`src/design/ols_pkg.sv`:
```
package ols_pkg;

  localparam int DATA_W    = 32;
  localparam int OP_W      = 3;
  localparam int CNT_OUT_W = 5;
  localparam int DEPTH_DEF = 16;

  localparam logic [OP_W-1:0] OP_INSERT = 3'd0;
  localparam logic [OP_W-1:0] OP_REMOVE = 3'd1;
  localparam logic [OP_W-1:0] OP_SEARCH = 3'd2;
  localparam logic [OP_W-1:0] OP_UPDATE = 3'd3;
  localparam logic [OP_W-1:0] OP_CLEAR  = 3'd4;
  // unused code, sent down the chain when an insert is dropped
  localparam logic [OP_W-1:0] OP_NOP    = 3'd7;

  typedef enum logic [1:0] {
    ST_IDLE,
    ST_WALK,
    ST_DONE
  } state_t;

  // command token handed from cell to cell
  typedef struct packed {
    logic              valid;
    logic [OP_W-1:0]   op;
    logic [DATA_W-1:0] key;
    logic [DATA_W-1:0] nv;
    logic [DATA_W-1:0] carry;
    logic              found;
  } tok_t;

endpackage

```
`src/design/ols_cell.sv`:
```
module ols_cell #(
  parameter int DEPTH = ols_pkg::DEPTH_DEF,
  parameter int IDX   = 0,
  parameter int CW    = $clog2(DEPTH + 1)
) (
  input  logic                       clk,
  input  logic                       rst,
  input  logic [CW-1:0]              cnt,
  input  ols_pkg::tok_t              tin,
  input  logic [ols_pkg::DATA_W-1:0] below,
  output ols_pkg::tok_t              tout,
  output logic [ols_pkg::DATA_W-1:0] entry
);

  localparam logic [CW-1:0] IDX_C  = CW'(IDX);
  localparam logic [CW-1:0] IDX1_C = CW'(IDX + 1);

  logic [ols_pkg::DATA_W-1:0] entry_next;
  ols_pkg::tok_t              tok_next;
  logic                       in_range;
  logic                       match;

  always_comb begin
    entry_next = entry;
    tok_next   = tin;
    in_range   = (IDX_C < cnt);
    match      = in_range && (entry == tin.key);
    if (tin.valid) begin
      case (tin.op)
        ols_pkg::OP_INSERT: begin
          // take the entry from above, pass ours down
          if (IDX_C <= cnt) begin
            entry_next     = tin.carry;
            tok_next.carry = entry;
          end
        end
        ols_pkg::OP_REMOVE: begin
          // at and after the first match, pull the neighbor up
          if ((tin.found || match) && (IDX1_C < cnt)) begin
            entry_next = below;
          end
          tok_next.found = tin.found || match;
        end
        ols_pkg::OP_SEARCH: begin
          tok_next.found = tin.found || match;
        end
        ols_pkg::OP_UPDATE: begin
          if (!tin.found && match) begin
            entry_next = tin.nv;
          end
          tok_next.found = tin.found || match;
        end
        default: begin
        end
      endcase
    end
  end

  always_ff @(posedge clk) begin
    entry <= entry_next;
  end

  always_ff @(posedge clk) begin
    if (rst) begin
      tout.valid <= 1'b0;
    end else begin
      tout <= tok_next;
    end
  end

endmodule

```
`src/design/ols_ctrl.sv`:
```
module ols_ctrl #(
  parameter int DEPTH = ols_pkg::DEPTH_DEF,
  parameter int CW    = $clog2(DEPTH + 1)
) (
  input  logic                          clk,
  input  logic                          rst,
  input  logic                          in_valid,
  output logic                          in_stall,
  input  logic [ols_pkg::OP_W-1:0]      opcode,
  input  logic signed [ols_pkg::DATA_W-1:0] key,
  input  logic signed [ols_pkg::DATA_W-1:0] new_value,
  output ols_pkg::tok_t                 head,
  input  ols_pkg::tok_t                 tail,
  output logic [CW-1:0]                 cnt,
  output logic                          out_valid,
  input  logic                          out_stall,
  output logic                          hit,
  output logic                          full_flag,
  output logic [ols_pkg::CNT_OUT_W-1:0] entry_count
);

  localparam logic [CW-1:0] DEPTH_C = CW'(DEPTH);
  localparam logic [CW-1:0] ONE_C   = CW'(1);

  ols_pkg::state_t            state, state_next;
  logic [ols_pkg::OP_W-1:0]   op;
  logic                       dropped;
  logic                       accept;
  logic                       is_full;

  assign accept  = in_valid && !in_stall;
  assign is_full = (cnt == DEPTH_C);

  always_comb begin
    state_next = state;
    case (state)
      ols_pkg::ST_IDLE: if (in_valid) state_next = ols_pkg::ST_WALK;
      ols_pkg::ST_WALK: if (tail.valid) state_next = ols_pkg::ST_DONE;
      ols_pkg::ST_DONE: if (!out_stall) state_next = ols_pkg::ST_IDLE;
      default:          state_next = ols_pkg::ST_IDLE;
    endcase
  end

  always_comb begin
    in_stall    = (state != ols_pkg::ST_IDLE);
    out_valid   = (state == ols_pkg::ST_DONE);
    entry_count = ols_pkg::CNT_OUT_W'(cnt);
  end

  always_ff @(posedge clk) begin
    if (rst) begin
      state <= ols_pkg::ST_IDLE;
    end else begin
      state <= state_next;
    end
  end

  // launch register at the head of the chain
  always_ff @(posedge clk) begin
    if (rst) begin
      head.valid <= 1'b0;
    end else begin
      head.valid <= accept;
      if (accept) begin
        head.op    <= (opcode == ols_pkg::OP_INSERT && is_full) ? ols_pkg::OP_NOP : opcode;
        head.key   <= key;
        head.nv    <= new_value;
        head.carry <= key;
        head.found <= 1'b0;
      end
    end
  end

  always_ff @(posedge clk) begin
    if (accept) begin
      op      <= opcode;
      dropped <= (opcode == ols_pkg::OP_INSERT) && is_full;
    end
  end

  // count and result settle when the token leaves the last cell
  always_ff @(posedge clk) begin
    if (rst) begin
      cnt <= '0;
    end else if (state == ols_pkg::ST_WALK && tail.valid) begin
      case (op)
        ols_pkg::OP_INSERT: if (!dropped) cnt <= cnt + ONE_C;
        ols_pkg::OP_REMOVE: if (tail.found) cnt <= cnt - ONE_C;
        ols_pkg::OP_CLEAR:  cnt <= '0;
        default: begin
        end
      endcase
    end
  end

  always_ff @(posedge clk) begin
    if (state == ols_pkg::ST_WALK && tail.valid) begin
      case (op)
        ols_pkg::OP_INSERT: begin
          hit       <= !dropped;
          full_flag <= dropped;
        end
        ols_pkg::OP_REMOVE, ols_pkg::OP_SEARCH, ols_pkg::OP_UPDATE: begin
          hit       <= tail.found;
          full_flag <= 1'b0;
        end
        default: begin
          hit       <= 1'b0;
          full_flag <= 1'b0;
        end
      endcase
    end
  end

endmodule

```
`src/design/ordered_list_store_top.sv`:
```
// channel | valid     | stall     | payload
// --------+-----------+-----------+----------------------------
// in      | in_valid  | in_stall  | opcode, key, new_value
// out     | out_valid | out_stall | hit, full_flag, entry_count
//
// One command at a time: after the input transfer the launch register takes
// it and the token moves one cell per clock along the row; out_valid rises
// once the token has left the last cell.
// rst (sync, active high) empties the list; entries need no clearing.
// A stalled result holds; in_stall stays high until it is transferred out.
module ordered_list_store_top #(
  parameter int DEPTH = ols_pkg::DEPTH_DEF
) (
  input  logic                              clk,
  input  logic                              rst,
  input  logic                              in_valid,
  output logic                              in_stall,
  input  logic [ols_pkg::OP_W-1:0]          opcode,
  input  logic signed [ols_pkg::DATA_W-1:0] key,
  input  logic signed [ols_pkg::DATA_W-1:0] new_value,
  output logic                              out_valid,
  input  logic                              out_stall,
  output logic                              hit,
  output logic                              full_flag,
  output logic [ols_pkg::CNT_OUT_W-1:0]     entry_count
);

  localparam int CW = $clog2(DEPTH + 1);

  // tok[i] enters cell i; tok[DEPTH] leaves the last cell
  ols_pkg::tok_t              tok [DEPTH+1];
  logic [ols_pkg::DATA_W-1:0] ent [DEPTH];
  logic [DEPTH:0]             tok_v;
  logic [CW-1:0]              cnt;

  ols_ctrl #(
    .DEPTH (DEPTH),
    .CW    (CW)
  ) u_ctrl (
    .clk         (clk),
    .rst         (rst),
    .in_valid    (in_valid),
    .in_stall    (in_stall),
    .opcode      (opcode),
    .key         (key),
    .new_value   (new_value),
    .head        (tok[0]),
    .tail        (tok[DEPTH]),
    .cnt         (cnt),
    .out_valid   (out_valid),
    .out_stall   (out_stall),
    .hit         (hit),
    .full_flag   (full_flag),
    .entry_count (entry_count)
  );

  // row of cells; each but the last sees its lower neighbor for the remove shift (the last sees itself)
  for (genvar i = 0; i < DEPTH; i++) begin : g_cell
    logic [ols_pkg::DATA_W-1:0] below;
    if (i == DEPTH - 1) begin : g_last
      assign below = ent[i];
    end else begin : g_mid
      assign below = ent[i+1];
    end

    ols_cell #(
      .DEPTH (DEPTH),
      .IDX   (i),
      .CW    (CW)
    ) u_cell (
      .clk   (clk),
      .rst   (rst),
      .cnt   (cnt),
      .tin   (tok[i]),
      .below (below),
      .tout  (tok[i+1]),
      .entry (ent[i])
    );
  end

  for (genvar j = 0; j <= DEPTH; j++) begin : g_tv
    assign tok_v[j] = tok[j].valid;
  end

  // only one command in flight along the row
  a_one_token: assert property (@(posedge clk) disable iff (rst) $onehot0(tok_v))
    else $error("more than one token in the cell row");

  // no token in flight while a result waits
  a_done_quiet: assert property (@(posedge clk) disable iff (rst)
    out_valid |-> (tok_v == '0))
    else $error("token moving while result is pending");

  // count never exceeds the capacity
  a_cnt_bound: assert property (@(posedge clk) disable iff (rst)
    cnt <= CW'(DEPTH))
    else $error("entry count above capacity");

  // a dropped insert is never a hit and leaves the count at capacity
  a_full_drop: assert property (@(posedge clk) disable iff (rst)
    (out_valid && full_flag) |-> (!hit && cnt == CW'(DEPTH)))
    else $error("full flag inconsistent with hit or count");

endmodule
```
`config.mk`:
```
export PLATFORM = sky130hd
export DESIGN_NAME = ordered_list_store_top
export DESIGN_NICKNAME = d
export VERILOG_FILES = /design/src/design/ols_pkg.sv /design/src/design/ols_cell.sv /design/src/design/ols_ctrl.sv /design/src/design/ordered_list_store_top.sv
export SDC_FILE = /design/constraint.sdc
export NUM_CORES = 2
export LEC_CHECK = 0
export ABC_CLOCK_PERIOD_IN_PS = 99900
export BUFFER_PORTS_ARGS = -buffer_cell sky130_fd_sc_hd__buf_2
export CELL_PAD_IN_SITES_DETAIL_PLACEMENT = 0
export CELL_PAD_IN_SITES_GLOBAL_PLACEMENT = 1
export CORE_MARGIN = 2
export CORE_UTILIZATION = 61
export CTS_BUF_LIST = sky130_fd_sc_hd__clkbuf_4
export DETAILED_ROUTE_END_ITERATION = 7
export PLACE_DENSITY_LB_ADDON = 0.1
export SLEW_MARGIN = 20
export SYNTH_ARGS = -nofsm -noshare
export SYNTH_HDL_FRONTEND = slang
export SYNTH_SLANG_ARGS = --single-unit
```
`constraint.sdc`:
```
create_clock -name clk -period 99.9 [get_ports clk]
set_input_delay 4.995 -clock clk [delete_from_list [all_inputs] [get_ports clk]]
set_output_delay 4.995 -clock clk [all_outputs]
set_load 0.05 [all_outputs]
```
==> impl_metrics.env <==
export IMPL_outcome="completed"
export IMPL_cp_end_kind="flip-flop"
export IMPL_synth_top_area_frac=0.725
export IMPL_setup_violations=0
export IMPL_grt_ovfl_total=0
export IMPL_drt_wl_total_mm=212
export IMPL_cp_endpoint="g_cell[3].u_cell.tout[49]"
export IMPL_hpwl_mm=151
export IMPL_post_cts_buffers=0
export IMPL_critPathMaxFanout=174
export IMPL_cp_arrival_ns=10.28
export IMPL_grt_max_degree=175
export IMPL_final_seq_area_mm2=0.0631
export IMPL_power_uw=1830
export IMPL_wl_met3_mm=10.4
export IMPL_grt_pass1_vias=47746
export IMPL_met1_length_mm=80.3
export IMPL_criticalPathCategory="input pin to flip-flop"
export IMPL_leakagePower_uw=0.0343
export IMPL_max_stage_delay_ns=0.87
export IMPL_drc_errors=0
export IMPL_first_iter_violations=4200
export IMPL_grt_pass1_wl_mm=314
export IMPL_relSlewSlack=0.260
export IMPL_slowest_stage="buf_4"
export IMPL_wire_per_inst_um=26.3
export IMPL_placed_area_mm2=0.0891
export IMPL_root_buffer="clkbuf_4"
export IMPL_min_path_type="flip-flop to flip-flop"
export IMPL_h_tree_depth=6
export IMPL_synth_cells=5315
export IMPL_ys_ff_latch=2110
export IMPL_clock_skew_ns=0.101
export IMPL_synth_area_leaders="edfxtp_1 73%, mux2_2 5.9%, mux2i_1 5.6%, xnor2_1 3.2%, o21ai_0 2.9%"
export IMPL_chipHeight_um=380
export IMPL_period_share=0.0948
export IMPL_cts_tree="built"
export IMPL_wl_met2_mm=111
export IMPL_synth_flop_cell="edfxtp_1"
export IMPL_synth_nets=5391
export IMPL_report_final_hold_viol_count=0
export IMPL_cp_required_ns=100.71
export IMPL_async_reset_ff_frac=0
export IMPL_antenna_found_initial=2
export IMPL_crit_buf_inv=7
export IMPL_ctsResizeCount=0
export IMPL_post_place_ws_ns=89.30
export IMPL_timing_rr_start="g_cell[2].u_cell.entry[23]"
export IMPL_syn_to_final_growth_pct=10.7
export IMPL_rsz0062_at_grt="no"
export IMPL_cts_buffers=562
export IMPL_syn_avg_cell_area_um2=16.2
export IMPL_die_area_mm2=0.145
export IMPL_worst_slew_pin_slew_ns=1.10
export IMPL_worst_slack_ns=90.43
export IMPL_synth_area_leader_cell="edfxtp_1"
export IMPL_power_density_mw_per_mm2=19.1
export IMPL_ff2ff_setup_slack_ns=95.97
export IMPL_path_clk_slew_ns=0.06
export IMPL_cts_max_path_buffers=4
export IMPL_cts_sinks=2110
export IMPL_yosysUniqueCellTypes=60
export IMPL_yosys_warnings=0
export IMPL_setup_tns_final_ns=0
export IMPL_netlist_area_mm2=0.0864
export IMPL_floorplan_rows=138
export IMPL_crit_path_start_kind="input pin"
export IMPL_die_w_um=380
export IMPL_nNetsFinal=5896
export IMPL_r2r_end="g_cell[2].u_cell.entry[29]"
export IMPL_ant_nets=0
export IMPL_cts_hold_buffers=0
export IMPL_fin_area_mm2=0.0956
export IMPL_worstPathCellList="buf_2 -> inv_8 -> buf_12 -> buf_12 -> buf_4 -> buf_4 -> buf_4"
export IMPL_n_fill_cell=9942
export IMPL_vias=46379
export IMPL_reg2regPathDepth=6
export IMPL_top_layer_used="met4"
export IMPL_start_util=0.612
export IMPL_critPathTopFamily="buffers and inverters"
export IMPL_fmax_ghz=0.106
export IMPL_core_area_mm2=0.141
export IMPL_min_period_ns=9.47
export IMPL_synth_seq_area_share=0.731
export IMPL_synth_edf_count=2086
export IMPL_portBuffers=79
export IMPL_crit_top_cell="buf_4"
export IMPL_ios=80
export IMPL_clock_latency_ns=1.28
export IMPL_track_usage=0.296
export IMPL_worstSetupPathDepth=7
export IMPL_drtPass1Iterations=6
export IMPL_irDropWorstVdd_v=0.0000141
export IMPL_viasPerCell=5.76
export IMPL_gp_congestion=0.888
export IMPL_drive_gt1_frac=0.242
export IMPL_crit_start="rst"
export IMPL_report_final_slew_viol_count=0
export IMPL_max_cap_violations=0
export IMPL_multi_input_area_mm2=0.0224
==> registers in the layout, summed over array words and instances, names as in the netlist <==
register             flops
u_ctrl.head             68
u_ctrl.hit               1
u_ctrl.state             2
u_ctrl.cnt               5
u_ctrl.full_flag         1
g_cell.u_cell.tout    1517
g_cell.u_cell.entry    512
u_ctrl.op                3
u_ctrl.dropped           1
==> metal layers <==
metal	GRT usage	vias up
met5	0	-
met4	0.157	0
met3	0.0508	385
met2	0.515	1580
met1	0.353	22942
li1	-	21472
==> cells by family after synthesis <==
logic type	Yosys count	share of synthesized area
fa+ha+maj	5	0.000724
flops	2110	0.731
compound gates	599	0.0369
buf+inv	243	0.0119
xor+xnor	513	0.0520
simple gates	851	0.0449
mux	994	0.123
==> where the power goes <==
group / internal (uW) / leakage (uW) / switching, uW
Sequential: 1020 / 0.0202 / 24.8
Clock: 373 / 0.00394 / 337
Combinational: 28.7 / 0.0102 / 48.5
==> stage by stage <==
stage / utilization / instances / hold slack, ns
after floorplan: - / 5315 / 0.419
after global placement: 0.631 / 7146 / 0.431
after detailed placement: 0.632 / 7146 / 0.433
after CTS: 0.678 / 8047 / 0.380
after global routing: 0.678 / 8058 / 0.414
final: 0.678 / 8058 / 0.374
==> how the worst min path moves through the flow <==
stage | startpoint | to | slack, ns | cells after the start
floorplan | u_ctrl.state[1] | u_ctrl.state[0] | 0.42 | 1
global placement | u_ctrl.state[1] | u_ctrl.state[0] | 0.43 | 1
detailed placement | g_cell[11].u_cell.tout[50] | g_cell[12].u_cell.tout[50] | 0.43 | 0
CTS | g_cell[3].u_cell.tout[47] | g_cell[4].u_cell.tout[47] | 0.38 | 0
global route | g_cell[3].u_cell.tout[52] | g_cell[4].u_cell.tout[52] | 0.41 | 0
finish | g_cell[3].u_cell.tout[47] | g_cell[4].u_cell.tout[47] | 0.37 | 0
==> cell type report <==
class                   count  area share
diodes                     11    0.000288
well taps                1890      0.0247
multi-input cells        2962       0.235
inverters                  15    0.000667
flip-flops and latches   2110       0.660
repair buffers            169      0.0116
clock inverters            99     0.00483
clock buffers             802      0.0630
==> synth_stat cells, types with 3 or more instances <==
library cell / count
mux2_1: 58
nor3_1: 26
mux2_2: 454
nand4b_1: 3
mux2i_1: 482
xnor2_1: 316
clkbuf_1: 142
and3_1: 3
nand2b_1: 26
nor4_1: 59
nand2_1: 515
edfxtp_1: 2086
nor2b_1: 30
buf_2: 47
dfxtp_1: 24
nor3b_1: 5
a211o_1: 6
nand3_1: 21
buf_4: 3
nor2_1: 56
o21ai_1: 4
o21bai_1: 7
buf_6: 6
buf_1: 30
o211ai_1: 3
nand3b_1: 4
a21o_1: 10
inv_1: 15
ha_1: 5
xor2_1: 197
o221ai_1: 3
o31a_1: 4
o21ai_0: 505
nand4_1: 89
a21oi_1: 34
a31oi_1: 4
==> layout by cell type, fill, tap and decap left out, types with 7 or more instances in the layout <==
cell,synthesis,layout
a21o_1,10,10
a21oi_1,34,24
a21oi_4,0,10
buf_2,47,79
buf_4,3,86
clkbuf_4,0,802
clkinv_1,0,75
clkinv_2,0,9
dfxtp_1,24,24
diode_2,0,11
edfxtp_1,2086,2086
inv_1,15,14
inv_2,0,12
mux2_1,58,58
mux2_2,454,454
mux2i_1,482,482
nand2_1,515,515
nand2b_1,26,11
nand2b_2,0,14
nand3_1,21,21
nand4_1,89,89
nor2_1,56,54
nor2b_1,30,30
nor3_1,26,25
nor4_1,59,56
o21ai_0,505,505
o21bai_1,7,7
xnor2_1,316,316
xor2_1,197,197
(Power assumes the default switching activity.)
